--- config.mk ---
export PLATFORM = sky130hd
export DESIGN_NAME = kcpl_ctrl
export DESIGN_NICKNAME = d
export VERILOG_FILES = /design/src/hdl/kcpl_pkg.sv /design/src/hdl/kcpl_ctrl.sv
export SDC_FILE = /design/constraint.sdc
export NUM_CORES = 1
export LEC_CHECK = 0
export BUFFER_PORTS_ARGS = -buffer_cell sky130_fd_sc_hd__clkbuf_2
export CORE_AREA = 2 2 39 41
export DETAILED_ROUTE_END_ITERATION = 16
export DIE_AREA = 0 0 41 43
export SLEW_MARGIN = 20
export SYNTH_ARGS = -nofsm -noshare
export SYNTH_HDL_FRONTEND = slang
export SYNTH_SLANG_ARGS = --single-unit
--- constraint.sdc ---
create_clock -name clk_i -period 2.6 [get_ports clk_i]
set_clock_uncertainty 0.2 [all_clocks]
set_input_delay 0.26 -clock clk_i [delete_from_list [all_inputs] [get_ports clk_i]]
set_output_delay 0.26 -clock clk_i [all_outputs]
set_load 0.02 [all_outputs]
--- src/hdl/kcpl_pkg.sv ---
package kcpl_pkg;

  // table geometry
  localparam int unsigned TableDepth = 256;
  localparam int unsigned AddrW      = 8;
  localparam int unsigned CountW     = 9;
  localparam int unsigned CodeW      = 20;
  localparam int unsigned CodeDigits = 6;
  localparam int unsigned DigitW     = 3;

  localparam logic [CountW-1:0] CountReset = 9'd214;
  localparam logic [CountW-1:0] CountMax   = 9'd256;
  // smallest value that already has the full digit count
  localparam logic [CodeW-1:0]  PadLimit   = 20'd100000;
  localparam logic [DigitW-1:0] DigitLast  = 3'(CodeDigits - 1);

  // x / 10 as (x * Div10Mult) >> Div10Shift, exact for every 20-bit x
  localparam logic [CodeW-1:0] Div10Mult  = 20'd838861;
  localparam int unsigned      Div10Shift = 23;

  typedef enum logic {
    OP_LOAD   = 1'b0,
    OP_LOOKUP = 1'b1
  } kcpl_op_e;

  typedef enum logic [1:0] {
    EMIT_MISS   = 2'd0,
    EMIT_EXACT  = 2'd1,
    EMIT_PREFIX = 2'd2
  } kcpl_emit_e;

  typedef enum logic [2:0] {
    ST_IDLE,
    ST_PAD,
    ST_PROBE,
    ST_PRE_LOAD,
    ST_PREFIX,
    ST_EMIT
  } kcpl_state_e;

  typedef struct packed {
    logic              operation;
    logic [AddrW-1:0]  entry_index;
    logic [CodeW-1:0]  entry_code;
    logic [CodeW-1:0]  query_number;
  } kcpl_req_t;

  typedef struct packed {
    logic             match_valid;
    logic             exact_hit;
    logic [AddrW-1:0] match_index;
  } kcpl_rsp_t;

  // controller to datapath
  typedef struct packed {
    logic       wr_en;
    logic       capture;
    logic       pad_step;
    logic       bound_upd;
    logic       rd_en;
    logic       rd_left;
    logic       pre_init;
    logic       pre_step;
    logic       emit;
    kcpl_emit_e emit_kind;
  } kcpl_cmd_t;

  // datapath to controller
  typedef struct packed {
    logic pad_done;
    logic range_open;
    logic left_in_table;
    logic probe_eq;
    logic pre_last;
  } kcpl_sts_t;

  function automatic logic [CodeW-1:0] div10(input logic [CodeW-1:0] x);
    logic [2*CodeW-1:0] prod;
    prod = {{CodeW{1'b0}}, x} * {{CodeW{1'b0}}, Div10Mult};
    return CodeW'(prod >> Div10Shift);
  endfunction

endpackage

--- src/hdl/kcpl_ctrl.sv ---
module kcpl_ctrl
  import kcpl_pkg::*;
(
  input  logic      clk_i,
  input  logic      rst_ni,
  input  logic      start,
  input  logic      operation_i,
  input  kcpl_sts_t sts_i,
  output kcpl_cmd_t cmd_o,
  output logic      busy
);

  kcpl_state_e state_q, state_d;

  always_ff @(posedge clk_i or negedge rst_ni) begin
    if (!rst_ni) begin
      state_q <= ST_IDLE;
    end else begin
      state_q <= state_d;
    end
  end

  // next state
  always_comb begin
    state_d = state_q;
    unique case (state_q)
      ST_IDLE: begin
        if (start && (operation_i == OP_LOOKUP)) state_d = ST_PAD;
      end
      ST_PAD, ST_PROBE: begin
        if (state_q == ST_PROBE && sts_i.probe_eq) begin
          state_d = ST_IDLE;
        end else if (state_q == ST_PAD && !sts_i.pad_done) begin
          state_d = ST_PAD;
        end else if (sts_i.range_open) begin
          state_d = ST_PROBE;
        end else if (sts_i.left_in_table) begin
          state_d = ST_PRE_LOAD;
        end else begin
          state_d = ST_IDLE;
        end
      end
      ST_PRE_LOAD: state_d = ST_PREFIX;
      ST_PREFIX: begin
        if (sts_i.pre_last) state_d = ST_EMIT;
      end
      ST_EMIT: state_d = ST_IDLE;
      default: state_d = ST_IDLE;
    endcase
  end

  // outputs
  always_comb begin
    cmd_o = '0;
    busy  = 1'b1;
    unique case (state_q)
      ST_IDLE: begin
        busy = 1'b0;
        if (start) begin
          if (operation_i == OP_LOOKUP) cmd_o.capture = 1'b1;
          else                          cmd_o.wr_en   = 1'b1;
        end
      end
      ST_PAD, ST_PROBE: begin
        cmd_o.bound_upd = (state_q == ST_PROBE);
        if (state_q == ST_PROBE && sts_i.probe_eq) begin
          cmd_o.bound_upd = 1'b0;
          cmd_o.emit      = 1'b1;
          cmd_o.emit_kind = EMIT_EXACT;
        end else if (state_q == ST_PAD && !sts_i.pad_done) begin
          cmd_o.pad_step = 1'b1;
        end else if (sts_i.range_open) begin
          cmd_o.rd_en = 1'b1;
        end else if (sts_i.left_in_table) begin
          cmd_o.rd_en   = 1'b1;
          cmd_o.rd_left = 1'b1;
        end else begin
          cmd_o.emit      = 1'b1;
          cmd_o.emit_kind = EMIT_MISS;
        end
      end
      ST_PRE_LOAD: cmd_o.pre_init = 1'b1;
      ST_PREFIX:   cmd_o.pre_step = 1'b1;
      ST_EMIT: begin
        cmd_o.emit      = 1'b1;
        cmd_o.emit_kind = EMIT_PREFIX;
      end
      default: cmd_o = '0;
    endcase
  end

endmodule

# Word level (Yosys, flattened, before mapping)
# Index checks and enable logic that the tools add are counted.
[word_totals] reg_bits=3 inputBits=9 elab_cells=43
[classes] n_eq_ne=7 muxes=28 n_reduce_logical=7
[ops] cell="2-bit two-way mux" n=9
[ops] cell="3-bit two-way mux" n=6
[ops] cell="3-bit one-hot mux with 4 select lines" n=1
[ops] cell="1-bit two-way mux" n=10
[ops] cell="3-bit by 2-bit equality test with 1-bit output (second input constant)" n=2
[ops] cell="3-bit equality test (second input constant)" n=2
[ops] cell="3-bit one-hot mux with 2 select lines" n=1
[ops] cell="4-bit two-way mux" n=1
[ops] cell="2-bit inequality test (second input constant)" n=2
[ops] cell="3-bit by 1-bit equality test with 1-bit output (second input constant)" n=1
[ops] cell="1-bit logical AND" n=3
[ops] cell="3-bit logical NOT" n=1
[ops] cell="2-bit AND reduction" n=1
[ops] cell="2-bit OR reduction" n=1
[ops] cell="1-bit logical NOT" n=1

# Longest topological paths before layout
# Gate-level depths: netlist of the first run.
[depth] ltp_word=5 mapped_depth=4

# Worst setup path after synthesis of the first run
# OpenSTA, ideal clock, no wires.
[synth_timing] path_kind="reg2out" from="register state_q[1]" to="output cmd_o[2] (netlist bit)" arrival_time_ps=1148 required_time_ps=2140 path_slack_ps=992 stages_incl_launch_ff=4 path_buffers=1 cell_sequence="dfrtp_1 buf_6 nand2b_1 o21ai_0"
[synth_lines] item="from (decl)" line_no="kcpl_ctrl.sv:13" text="kcpl_state_e state_q, state_d;"
[synth_lines] item="from (signal assigned)" line_no="kcpl_ctrl.sv:19" text="state_q <= state_d;"
[synth_lines] item="to (decl)" line_no="kcpl_ctrl.sv:9" text="output kcpl_cmd_t cmd_o,"

==> key figures, run 1 <==
Clock network
  • Clock tree root buffer cell: clkbuf_4
  • Cts bufs inserted: 3
  • Post-CTS Resized: 0
  • H-Tree Depth: 1
  • CTS Hold Bufs: 1
  • Post-CTS Setup Inserts: 0
  • CTS tree: built
  • Clk slew on worst S/H paths: roughly 40 ps
  • Clk Latency, worst-skew pair: between 200 and 250 ps
  • CTS Buffer Depth: 2
  • Clk sink count: 3

Global routing
  • Initial antenna violation count: 0
  • First-pass GRT wire length: 1248 um
  • Total global-route track usage: 10.88%
  • Largest net degree at the start of global routing: 13
  • Vias in the first global route: between 200 and 300
  • Total gr overflow: 0

Power and ir drop
  • P_leak: between 0.2 and 0.25 nW
  • Power Density: 993.7 nW/um2
  • Total power: 0.4414 mW
  • Maximum vdd drop: approximately 0.41 mV

Worst hold path
  • Worst hold path class: input port to asynchronous set/reset pin

Logic synthesis
  • Syn avg cell area: roughly 8.7 um2
  • Main synth FF type: dfrtp_1
  • Post-synth EDFFs: 0
  • Async SR Flop Fraction: 100.0%
  • Synth top cells by count: 6 x nor2_1, 3 x and3_1, 3 x buf_6, 3 x dfrtp_1
  • Post-synth cell types: 23
  • Top-count cell post-synth: nor2_1
  • Top cell type's share of synthesized area: between 20% and 30%
  • Flops & latches, synth: 3
  • Synth Cell Area: approximately 320 um2
  • Synth top area cells: dfrtp_1 23%, nor4b_4 15%, buf_6 11%
  • Synth area leader: dfrtp_1
  • Syn Nets: 46
  • Yosys warnings: 0
  • Syn Inst Count: 37
  • Seq/Total Area, Yosys: 23.35%

Setup path
  • CP bufs+invs: 1
  • Max stage delay on crit path: 560 ps
  • Reg-to-reg slack, setup: between 1000 and 1500 ps
  • Critical Path End Type: output port
  • Worst reg2reg path depth: 3
  • Critical Path Source: state_q[1]$_DFFE_PN0P_
  • CP startpoint kind: flop
  • WP depth: 4
  • End of the critical path: cmd_o[5]
  • Worst Setup Path Type: flop to output port
  • Slowest cell on the critical path: dfrtp_1
  • Worst path top cell family by delay: flip-flops
  • Crit-path cells: and3b_1, o21ai_1, nor2b_1, clkbuf_2
  • Reg2reg start: state_q[1]$_DFFE_PN0P_
  • Reg2Reg Capture Point: state_q[1]$_DFFE_PN0P_
  • WP data required: 2140 ps
  • Critical-path maximum fanout: 12
  • Arr. time, crit path: 1440 ps

Final layout
  • Antenna Cells: 0
  • Largest register FFs: 3
  • Top Registers: state_q: 3 flops
  • Top reg by flops: state_q
  • # nets final: between 60 and 70
  • Area Growth Syn to Fin: 38.13%
  • Share of layout cells above drive strength 1: between 40% and 50%

Die
  • Die area: between 1500 and 2000 um2
  • Placement row count: 14
  • Initial Utilization: 23.24%
  • Die Ht: ~43 um
  • Core Region: approximately 1400 um2
  • DIE WIDTH: around 41 um
  • Top-level I/O count: 21

Detailed routing
  • 1st-pass router iterations: 3
  • 1st-iter DRT viols: 1
  • ANT nets after route: 0
  • DR vias: between 300 and 400
  • Routed wire length per instance: about 10 um
  • Vias/cell: between 4 and 5
  • Post-Route WL: 772 um
  • # DRC: 0

Run status
  • Run status: finished clean

STA
  • Final setup TNS: 0 ps
  • Tmin final: ~1900 ps
  • Endpoints failing setup: 0
  • Max-slew violations: 0
  • Worst slew pin tran: just under 400 ps
  • Hold slack: 146.0 ps
  • Hold Fails Final Rpt: 0
  • Period utilization: approximately 73%
  • Max Freq: 526.6 MHz
  • RSZ-0062 raised after global routing: no
  • Slew margin rel.: 73.94%

Placement
  • RePlAce Congestion: ~0.71
  • Number of I/O port buffers: 20
  • Post-DP HPWL: between 600 and 700 um

Run
  • Max-Cap Viols: 0
==> cell families (layout without fill, tap and decap cells) <==
kind of cell,count (synthesis),in the layout,share of synthesized area (%)
AO/OA/AOI/OAI,7,7,13.23
buffers and inverters,5,27,12.84
flip-flops,3,3,23.35
AND/OR/NAND/NOR,22,22,50.58
==> report_power, final <==
part / internal, mW / total, mW / switching [mW]
clock: 0.0576 / 0.0828 / 0.0253
sequential: 0.0632 / 0.121 / 0.0574
combinational: 0.100 / 0.238 / 0.138
==> placed cells by master, fill, tap and decap left out, types with 2 or more instances in the layout <==
cell type,instances
and3_1,3
clkbuf_2,20
clkbuf_4,3
dfrtp_1,3
nor2_1,6
nor2b_1,2
nor3b_1,2
nor4b_4,2
==> layout make-up <==
class	count	area, um2
clock buffer	4	26.28
tap	16	20.02
timing repair buffer	21	110.1
sequential	3	75.07
multi-input combinational	29	205.2
fill	166	939.7
inverter	2	7.507
==> how the worst min path moves through the flow <==
stage | start | endpoint | slack (ps) | cells after the start
after CTS | sts_i[3] | state_q[1]$_DFFE_PN0P_ | 140 | 3
after floorplan | rst_ni | state_q[0]$_DFFE_PN0P_ | -240 | 0
final | rst_ni | state_q[1]$_DFFE_PN0P_ | 150 | 2
after global routing | rst_ni | state_q[1]$_DFFE_PN0P_ | 170 | 2
after detailed placement | rst_ni | state_q[0]$_DFFE_PN0P_ | -140 | 1
after global placement | rst_ni | state_q[0]$_DFFE_PN0P_ | -140 | 1
==> per-stage QoR <==
stage | util, % | setup slack (ps) | instance area (um2) | instances
after floorplan | - | 991.9 | 321.6 | 37
after detailed placement | 29.48 | 939.2 | 407.9 | 70
after global placement | 29.48 | 936.8 | 407.9 | 70
final | 32.10 | 700.9 | 444.2 | 75
after CTS | 32.10 | 681.4 | 444.2 | 75
after global routing | 32.10 | 541.4 | 444.2 | 75
==> routing by layer <==
metal / wire length (um) / global-route usage [%] / vias to the layer above
li1: - / - / 174
met1: 392 / 15.26 / 144
met2: 282 / 12.81 / 18
met3: 97 / 10.47 / 0
met4: 0 / 0 / 0
met5: 0 / 0 / -
Note: power is estimated with default switching activity, not from simulation.
==> run 2: changes to the inputs <==
==> constraint.sdc (replaced) <==
create_clock -name clk_i -period 1.9 [get_ports clk_i]
set_clock_uncertainty 0.2 [all_clocks]
set_input_delay 0.19 -clock clk_i [delete_from_list [all_inputs] [get_ports clk_i]]
set_output_delay 0.19 -clock clk_i [all_outputs]
set_load 0.02 [all_outputs]
==> run 2 against run 1 <==
- final area rose by 1.7%
- cell count did not move
- clock power rose by 36%
==> key figures, run 2 (synthesis results as in run 1) <==
Run status
  • Run status: finished clean

Detailed routing
  • ANT nets after route: 0 (unchanged)
  • DR vias: 335 (-0.30%)
  • Routed wire length per instance: 10.36 um (+0.65%)
  • Post-Route WL: 777 um (+0.65%)
  • Vias/cell: 4.467 (-0.30%)
  • # DRC: 0 (unchanged)
  • 1st-iter DRT viols: 1 (unchanged)
  • 1st-pass router iterations: 3 (unchanged)

Global routing
  • First-pass GRT wire length: 1248 um (unchanged)
  • Total gr overflow: 0 (unchanged)
  • Largest net degree at the start of global routing: 13 (unchanged)
  • Vias in the first global route: 294 (unchanged)
  • Initial antenna violation count: 0 (unchanged)
  • Total global-route track usage: 10.88% (unchanged)

Clock network
  • Clk slew on worst S/H paths: 40 ps (about the same)
  • CTS tree: built
  • Clock tree root buffer cell: clkbuf_4
  • H-Tree Depth: 1 (unchanged)
  • Clk Latency, worst-skew pair: 230 ps (about the same)
  • Clk sink count: 3 (unchanged)
  • CTS Buffer Depth: 2 (unchanged)
  • Post-CTS Setup Inserts: 0 (unchanged)
  • Cts bufs inserted: 3 (unchanged)

Die
  • Placement row count: 14 (unchanged)
  • Core Region: 1384 um2 (unchanged)
  • Die Ht: 43 um (unchanged)
  • Initial Utilization: 23.24% (unchanged)
  • DIE WIDTH: 41 um (unchanged)
  • Top-level I/O count: 21 (unchanged)
  • Die area: 1763 um2 (unchanged)

Final layout
  • Non-Filler Instances: 75 (unchanged)
  • Antenna Cells: 0 (unchanged)
  • Fin area: 451.7 um2 (+1.7%)
  • Largest register FFs: 3 (unchanged)
  • Top Registers: state_q: 3 flops
  • Share of layout cells above drive strength 1: 50.85% (+5.1 points)
  • Sequential cell area: 77.57 um2 (+3.3%)
  • Commonest cells after routing, fill and taps aside: 20 x clkbuf_2, 6 x nor2_1, 3 x and3_1, 3 x clkbuf_4
  • Final Util: 32.64% (+0.54 points)
  • Top reg by flops: state_q
  • Filler Cell Count: 167 (+0.60%)
  • # nets final: 69 (unchanged)
  • Most common cell after layout, fill and taps aside: clkbuf_2
  • Area Growth Syn to Fin: 40.47%
  • Multi-input logic area: 210.2 um2 (+2.4%)

Power and ir drop
  • Sw Ratio: 49.61% (-0.33 points)
  • Power Density: 1362 nW/um2 (+37%)
  • Flop pwr share: 27.9% (+0.6 points)
  • Internal power: 0.3099 mW (+40%)
  • Combinational Power Share: 53.7% (-0.2 points)
  • Switch Pwr: 0.3051 mW (+38%)
  • Clock power share: 18.4% (-0.4 points)
  • Maximum vdd drop: 0.5643 mV (+38%)
  • P_leak: 0.2287 nW (-0.48%)

Placement
  • RePlAce Congestion: 0.7102 (unchanged)
  • Post-DP Area: 407.9 um2 (unchanged)
  • Post-DP HPWL: 612.6 um (unchanged)
  • Number of I/O port buffers: 20 (unchanged)
  • Dpl cells: 70 (unchanged)

STA
  • Tmin final: 1738 ps
  • Hold Fails Final Rpt: 0 (unchanged)
  • Slew margin rel.: 73.63% (-0.31 points)
  • Period utilization: between 90% and 100%
  • Final setup TNS: 0 ps (unchanged)
  • Max Freq: 575.4 MHz
  • Endpoints failing setup: 0 (unchanged)
  • Max-slew violations: 0 (unchanged)
  • Worst slew pin tran: 395.6 ps (+4.654 ps)
  • RSZ-0062 raised after global routing: no

Setup path
  • Reg2reg start: state_q[2]$_DFFE_PN0P_
  • CP startpoint kind: flop
  • Critical Path End Type: output port
  • Critical Path Source: state_q[2]$_DFFE_PN0P_
  • Worst Setup Path Type: flop to output port
  • Arr. time, crit path: 1350 ps (-90 ps)
  • Critical-path maximum fanout: 8 (-4)
  • WP data required: 1510 ps (-630 ps)

Worst hold path
  • Hold wc startpoint: sts_i[3]
  • Worst hold path class: input port to flop

Run
  • Max-Cap Viols: 0 (unchanged)
-- run 2: cell count changes in the layout (fill, tap and decap cells not counted) --
cell and change:
nor3_2 +1, dfrtp_2 +2, nor3_1 -1, dfrtp_1 -2
-- run 2: layout make-up --
cell class,count,share of cell area (%)
multi-input cells,29,46.54
repair buffers,21,24.38
flip-flops and latches,3,17.17
clock buffers,4,5.817
well taps,16,4.432
inverters,2,1.662
-- run 2: worst max-delay path: stages (launching register included) --
cell	delay, ps
dfrtp_1	510
nor3_2	270
and3_1	170
clkbuf_2	160
-- run 2: final timing paths --
| kind | end | slack, ps | cells after the start |
|---|---|---|---|
| worst max-delay path | cmd_o[9] | 160 | 3 |
| worst min-delay path | state_q[1]$_DFFE_PN0P_ | 70 | 3 |
| worst max register to register | state_q[2]$_DFFE_PN0P_ | 520 | 3 |
| worst min register to register | state_q[0]$_DFFE_PN0P_ | 440 | 1 |
| max in group asynchronous | state_q[0]$_DFFE_PN0P_ | 1290 | 2 |
| min in group asynchronous | state_q[1]$_DFFE_PN0P_ | 80 | 2 |
-- run 2: power groups by stage --
stage | sequential (mW) | combinational [mW] | clock [mW]
final | 0.172 | 0.330 | 0.113
after global routing | 0.177 | 0.374 | 0.126
after CTS | 0.165 | 0.331 | 0.119
after detailed placement | 0.166 | 0.328 | 0
after global placement | 0.163 | 0.330 | 0
after floorplan | 0.0994 | 0.339 | 0
-- run 2: timing repair --
item,in CTS,in global routing
setup endpoints to repair,0,4
resized for setup,0,3
hold buffers,1,0
endpoints found under the hold margin,3,0
-- run 2: layer usage --
| metal | track usage (%) | routed length (um) | vias up |
|---|---|---|---|
| met3 | 10.47 | 97 | 0 |
| met1 | 15.26 | 388 | 144 |
| met5 | 0 | 0 | - |
| li1 | - | - | 173 |
| met4 | 0 | 0 | 0 |
| met2 | 12.81 | 291 | 18 |
-- run 2: stage by stage --
step           hold WS (ps)  setup WS (ps)  total power, mW
6_report              73.05          162.1           0.6150
5_1_grt               97.01          30.30           0.6778
4_1_cts               71.50          51.39           0.6154
3_5_place_dp         -209.7          309.2           0.4938
3_3_place_gp         -209.4          306.9           0.4926
2_1_floorplan        -305.6          361.9           0.4388
==> run 3: changes to the inputs <==
==> constraint.sdc (replaced) <==
create_clock -name clk_i -period 1.9 [get_ports clk_i]
set_clock_uncertainty 0.2 [all_clocks]
set_input_delay 0.19 -clock clk_i [delete_from_list [all_inputs] [get_ports clk_i]]
set_output_delay 0.19 -clock clk_i [all_outputs]
set_load 0.05 [all_outputs]
==> run 3 against run 2 <==
- flip-flop and latch count did not move
- count of clock-buffer cells in the layout did not move
- critical path depth rose by 1
- sequential power barely moved
- clock power barely moved
- register-to-register slack improved by 110 ps
- final area rose by 0.83%
- via count rose by 0.30%
==> key figures, run 3 (synthesis results as in run 1) <==
Clock network
  • CTS Buffer Depth: 2 (unchanged)
  • CTS tree: built
  • Clk sink count: 3 (unchanged)
  • Post-CTS Setup Inserts: 0 (unchanged)
  • Clk slew on worst S/H paths: 40 ps (about the same)
  • Clk Latency, worst-skew pair: 230 ps (about the same)
  • Clock tree root buffer cell: clkbuf_4
  • H-Tree Depth: 1 (unchanged)
  • Cts bufs inserted: 3 (unchanged)

Run status
  • Run status: finished clean

Global routing
  • Total global-route track usage: 9.859% (-1.0 points)
  • Initial antenna violation count: 0 (unchanged)
  • Vias in the first global route: 279 (-5.1%)
  • Total gr overflow: 0 (unchanged)
  • First-pass GRT wire length: 1117 um (-10%)
  • Largest net degree at the start of global routing: 13 (unchanged)

Power and ir drop
  • Flop pwr share: 22.2% (-5.7 points)
  • Total power: 0.7698 mW (+25%)
  • Switch Pwr: 0.4557 mW (+49%)
  • Internal power: 0.3142 mW (+1.4%)
  • Maximum vdd drop: 0.6627 mV (+17%)
  • Sw Ratio: 59.19% (+9.6 points)
  • Combinational Power Share: 63.1% (+9.4 points)
  • Power Density: 1690 nW/um2 (+24%)
  • Clock power share: 14.7% (-3.7 points)
  • P_leak: 0.2281 nW (-0.25%)

STA
  • Slew margin rel.: 81.39% (+7.8 points)
  • Max-slew violations: 0 (unchanged)
  • Hold Fails Final Rpt: 0 (unchanged)
  • Tmin final: 1792 ps (+54.36 ps)
  • Endpoints failing setup: 0 (unchanged)
  • Final setup TNS: 0 ps (unchanged)
  • Max Freq: 558.0 MHz (-3.0%)
  • Period utilization: 94.33% (+2.9 points)
  • Worst slew pin tran: 278.1 ps (-117.5 ps)
  • Worst setup margin: 107.8 ps (-54.36 ps)

Worst hold path
  • Hold wc startpoint: sts_i[2]
  • Hold EP: state_q[1]$_DFFE_PN0P_
  • Worst hold path class: input port to flop
  • Worst Hold Depth: 3 (unchanged)

Setup path
  • CP startpoint kind: flop
  • Reg2reg start: state_q[1]$_DFFE_PN0P_
  • Worst Setup Path Type: flop to output port
  • Arr. time, crit path: 1400 ps (+50 ps)
  • WP data required: 1510 ps (about the same)
  • Worst reg2reg path depth: 3 (unchanged)
  • Critical Path End Type: output port
  • Reg-to-reg slack, setup: 630 ps (+110 ps)
  • Critical-path maximum fanout: 11 (+3)
  • Reg2Reg Capture Point: state_q[1]$_DFFE_PN0P_

Detailed routing
  • Vias/cell: 4.480 (+0.30%)
  • # DRC: 0 (unchanged)
  • DR vias: 336 (+0.30%)
  • Post-Route WL: 761 um (-2.1%)
  • ANT nets after route: 0 (unchanged)
  • 1st-iter DRT viols: 5 (+4)
  • Routed wire length per instance: 10.15 um (-2.1%)
  • 1st-pass router iterations: 2 (-1)

Die
  • Core Region: 1384 um2 (unchanged)
  • Placement row count: 14 (unchanged)
  • DIE WIDTH: 41 um (unchanged)
  • Die Ht: 43 um (unchanged)
  • Initial Utilization: 23.24% (unchanged)
  • Top-level I/O count: 21 (unchanged)
  • Die area: 1763 um2 (unchanged)

Final layout
  • Filler Cell Count: 157 (-6.0%)
  • Commonest cells after routing, fill and taps aside: 16 x clkbuf_2, 6 x nor2_1, 4 x clkbuf_4
  • Area Growth Syn to Fin: 41.63%
  • # nets final: 69 (unchanged)
  • Antenna Cells: 0 (unchanged)
  • Most common cell after layout, fill and taps aside: clkbuf_2
  • Fin area: 455.4 um2 (+0.83%)
  • Largest register FFs: 3 (unchanged)
  • Top Registers: state_q: 3 flops
  • Sequential cell area: 78.83 um2 (+1.6%)
  • Share of layout cells above drive strength 1: 52.54% (+1.7 points)
  • Top reg by flops: state_q
  • Multi-input logic area: 210.2 um2 (unchanged)

Placement
  • Post-DP Area: 407.9 um2 (unchanged)
  • Post-DP HPWL: 606.4 um (-1.0%)
  • RePlAce Congestion: 0.7413 (+4.4%)
  • Pre-CTS setup slack: 213.6 ps (-95.61 ps)
  • Number of I/O port buffers: 20 (unchanged)

Run
  • Max-Cap Viols: 0 (unchanged)
## run 3: cell count changes in the layout (fill, tap and decap cells not counted)
cell	change
dfrtp_1	-1
o21ai_0	-1
clkbuf_2	-4
clkbuf_4	+1
dfrtp_2	+1
buf_2	+3
o21ai_1	+1
## run 3: worst max path at each step
stage                           start        to  slack [ps]  cells past startpoint
2_1_floorplan  state_q[0]$_DFFE_PN0P_  cmd_o[5]          20                      4
3_3_place_gp   state_q[1]$_DFFE_PN0P_  cmd_o[5]         210                      4
3_5_place_dp   state_q[2]$_DFFE_PN0P_  cmd_o[9]         210                      3
4_1_cts        state_q[2]$_DFFE_PN0P_  cmd_o[9]          20                      3
5_1_grt        state_q[1]$_DFFE_PN0P_  cmd_o[6]         -20                      4
6_report       state_q[0]$_DFFE_PN0P_  cmd_o[6]         110                      4
## run 3: layout make-up
cell class | count | area share, %
clock buffers | 4 | 5.769
inverters | 2 | 1.648
multi-input cells | 29 | 46.15
flip-flops and latches | 3 | 17.31
well taps | 16 | 4.396
repair buffers | 21 | 24.73
## run 3: timing repair
action                                  in CTS  in global routing
endpoints found under the setup margin       4                  5
resized for setup                            3                  6
hold endpoints to repair                     3                  0
pin swaps                                    0                  1
hold buffers                                 1                  0
## run 3: per-layer routing
metal | global-route usage [%] | wire, um | share of wire [%]
met5 | 0 | 0 | 0
met1 | 12.62 | 379 | 50
met4 | 0 | 0 | 0
met2 | 12.81 | 300 | 39
met3 | 9.424 | 81 | 11
## run 3: per-stage QoR
step | util, % | hold slack [ps] | cells
after global placement | 29.48 | -209.0 | 70
after detailed placement | 29.48 | -209.2 | 70
after floorplan | - | -305.6 | 37
final | 32.91 | 68.42 | 75
after global routing | 32.91 | 83.09 | 75
after CTS | 32.64 | 72.17 | 75
## run 3: power by group through the flow
stage / combinational [mW] / clock [mW] / sequential (mW)
floorplan: 0.492 / 0 / 0.0993
global placement: 0.482 / 0 / 0.163
detailed placement: 0.482 / 0 / 0.164
CTS: 0.490 / 0.119 / 0.170
global route: 0.519 / 0.127 / 0.181
finish: 0.486 / 0.113 / 0.171
## run 3: critical path, cell delays in order (launching register included)
cell     delay (ps)
dfrtp_2         480
nor3b_1         220
o21ai_1         110
nor2_1           90
buf_2           260
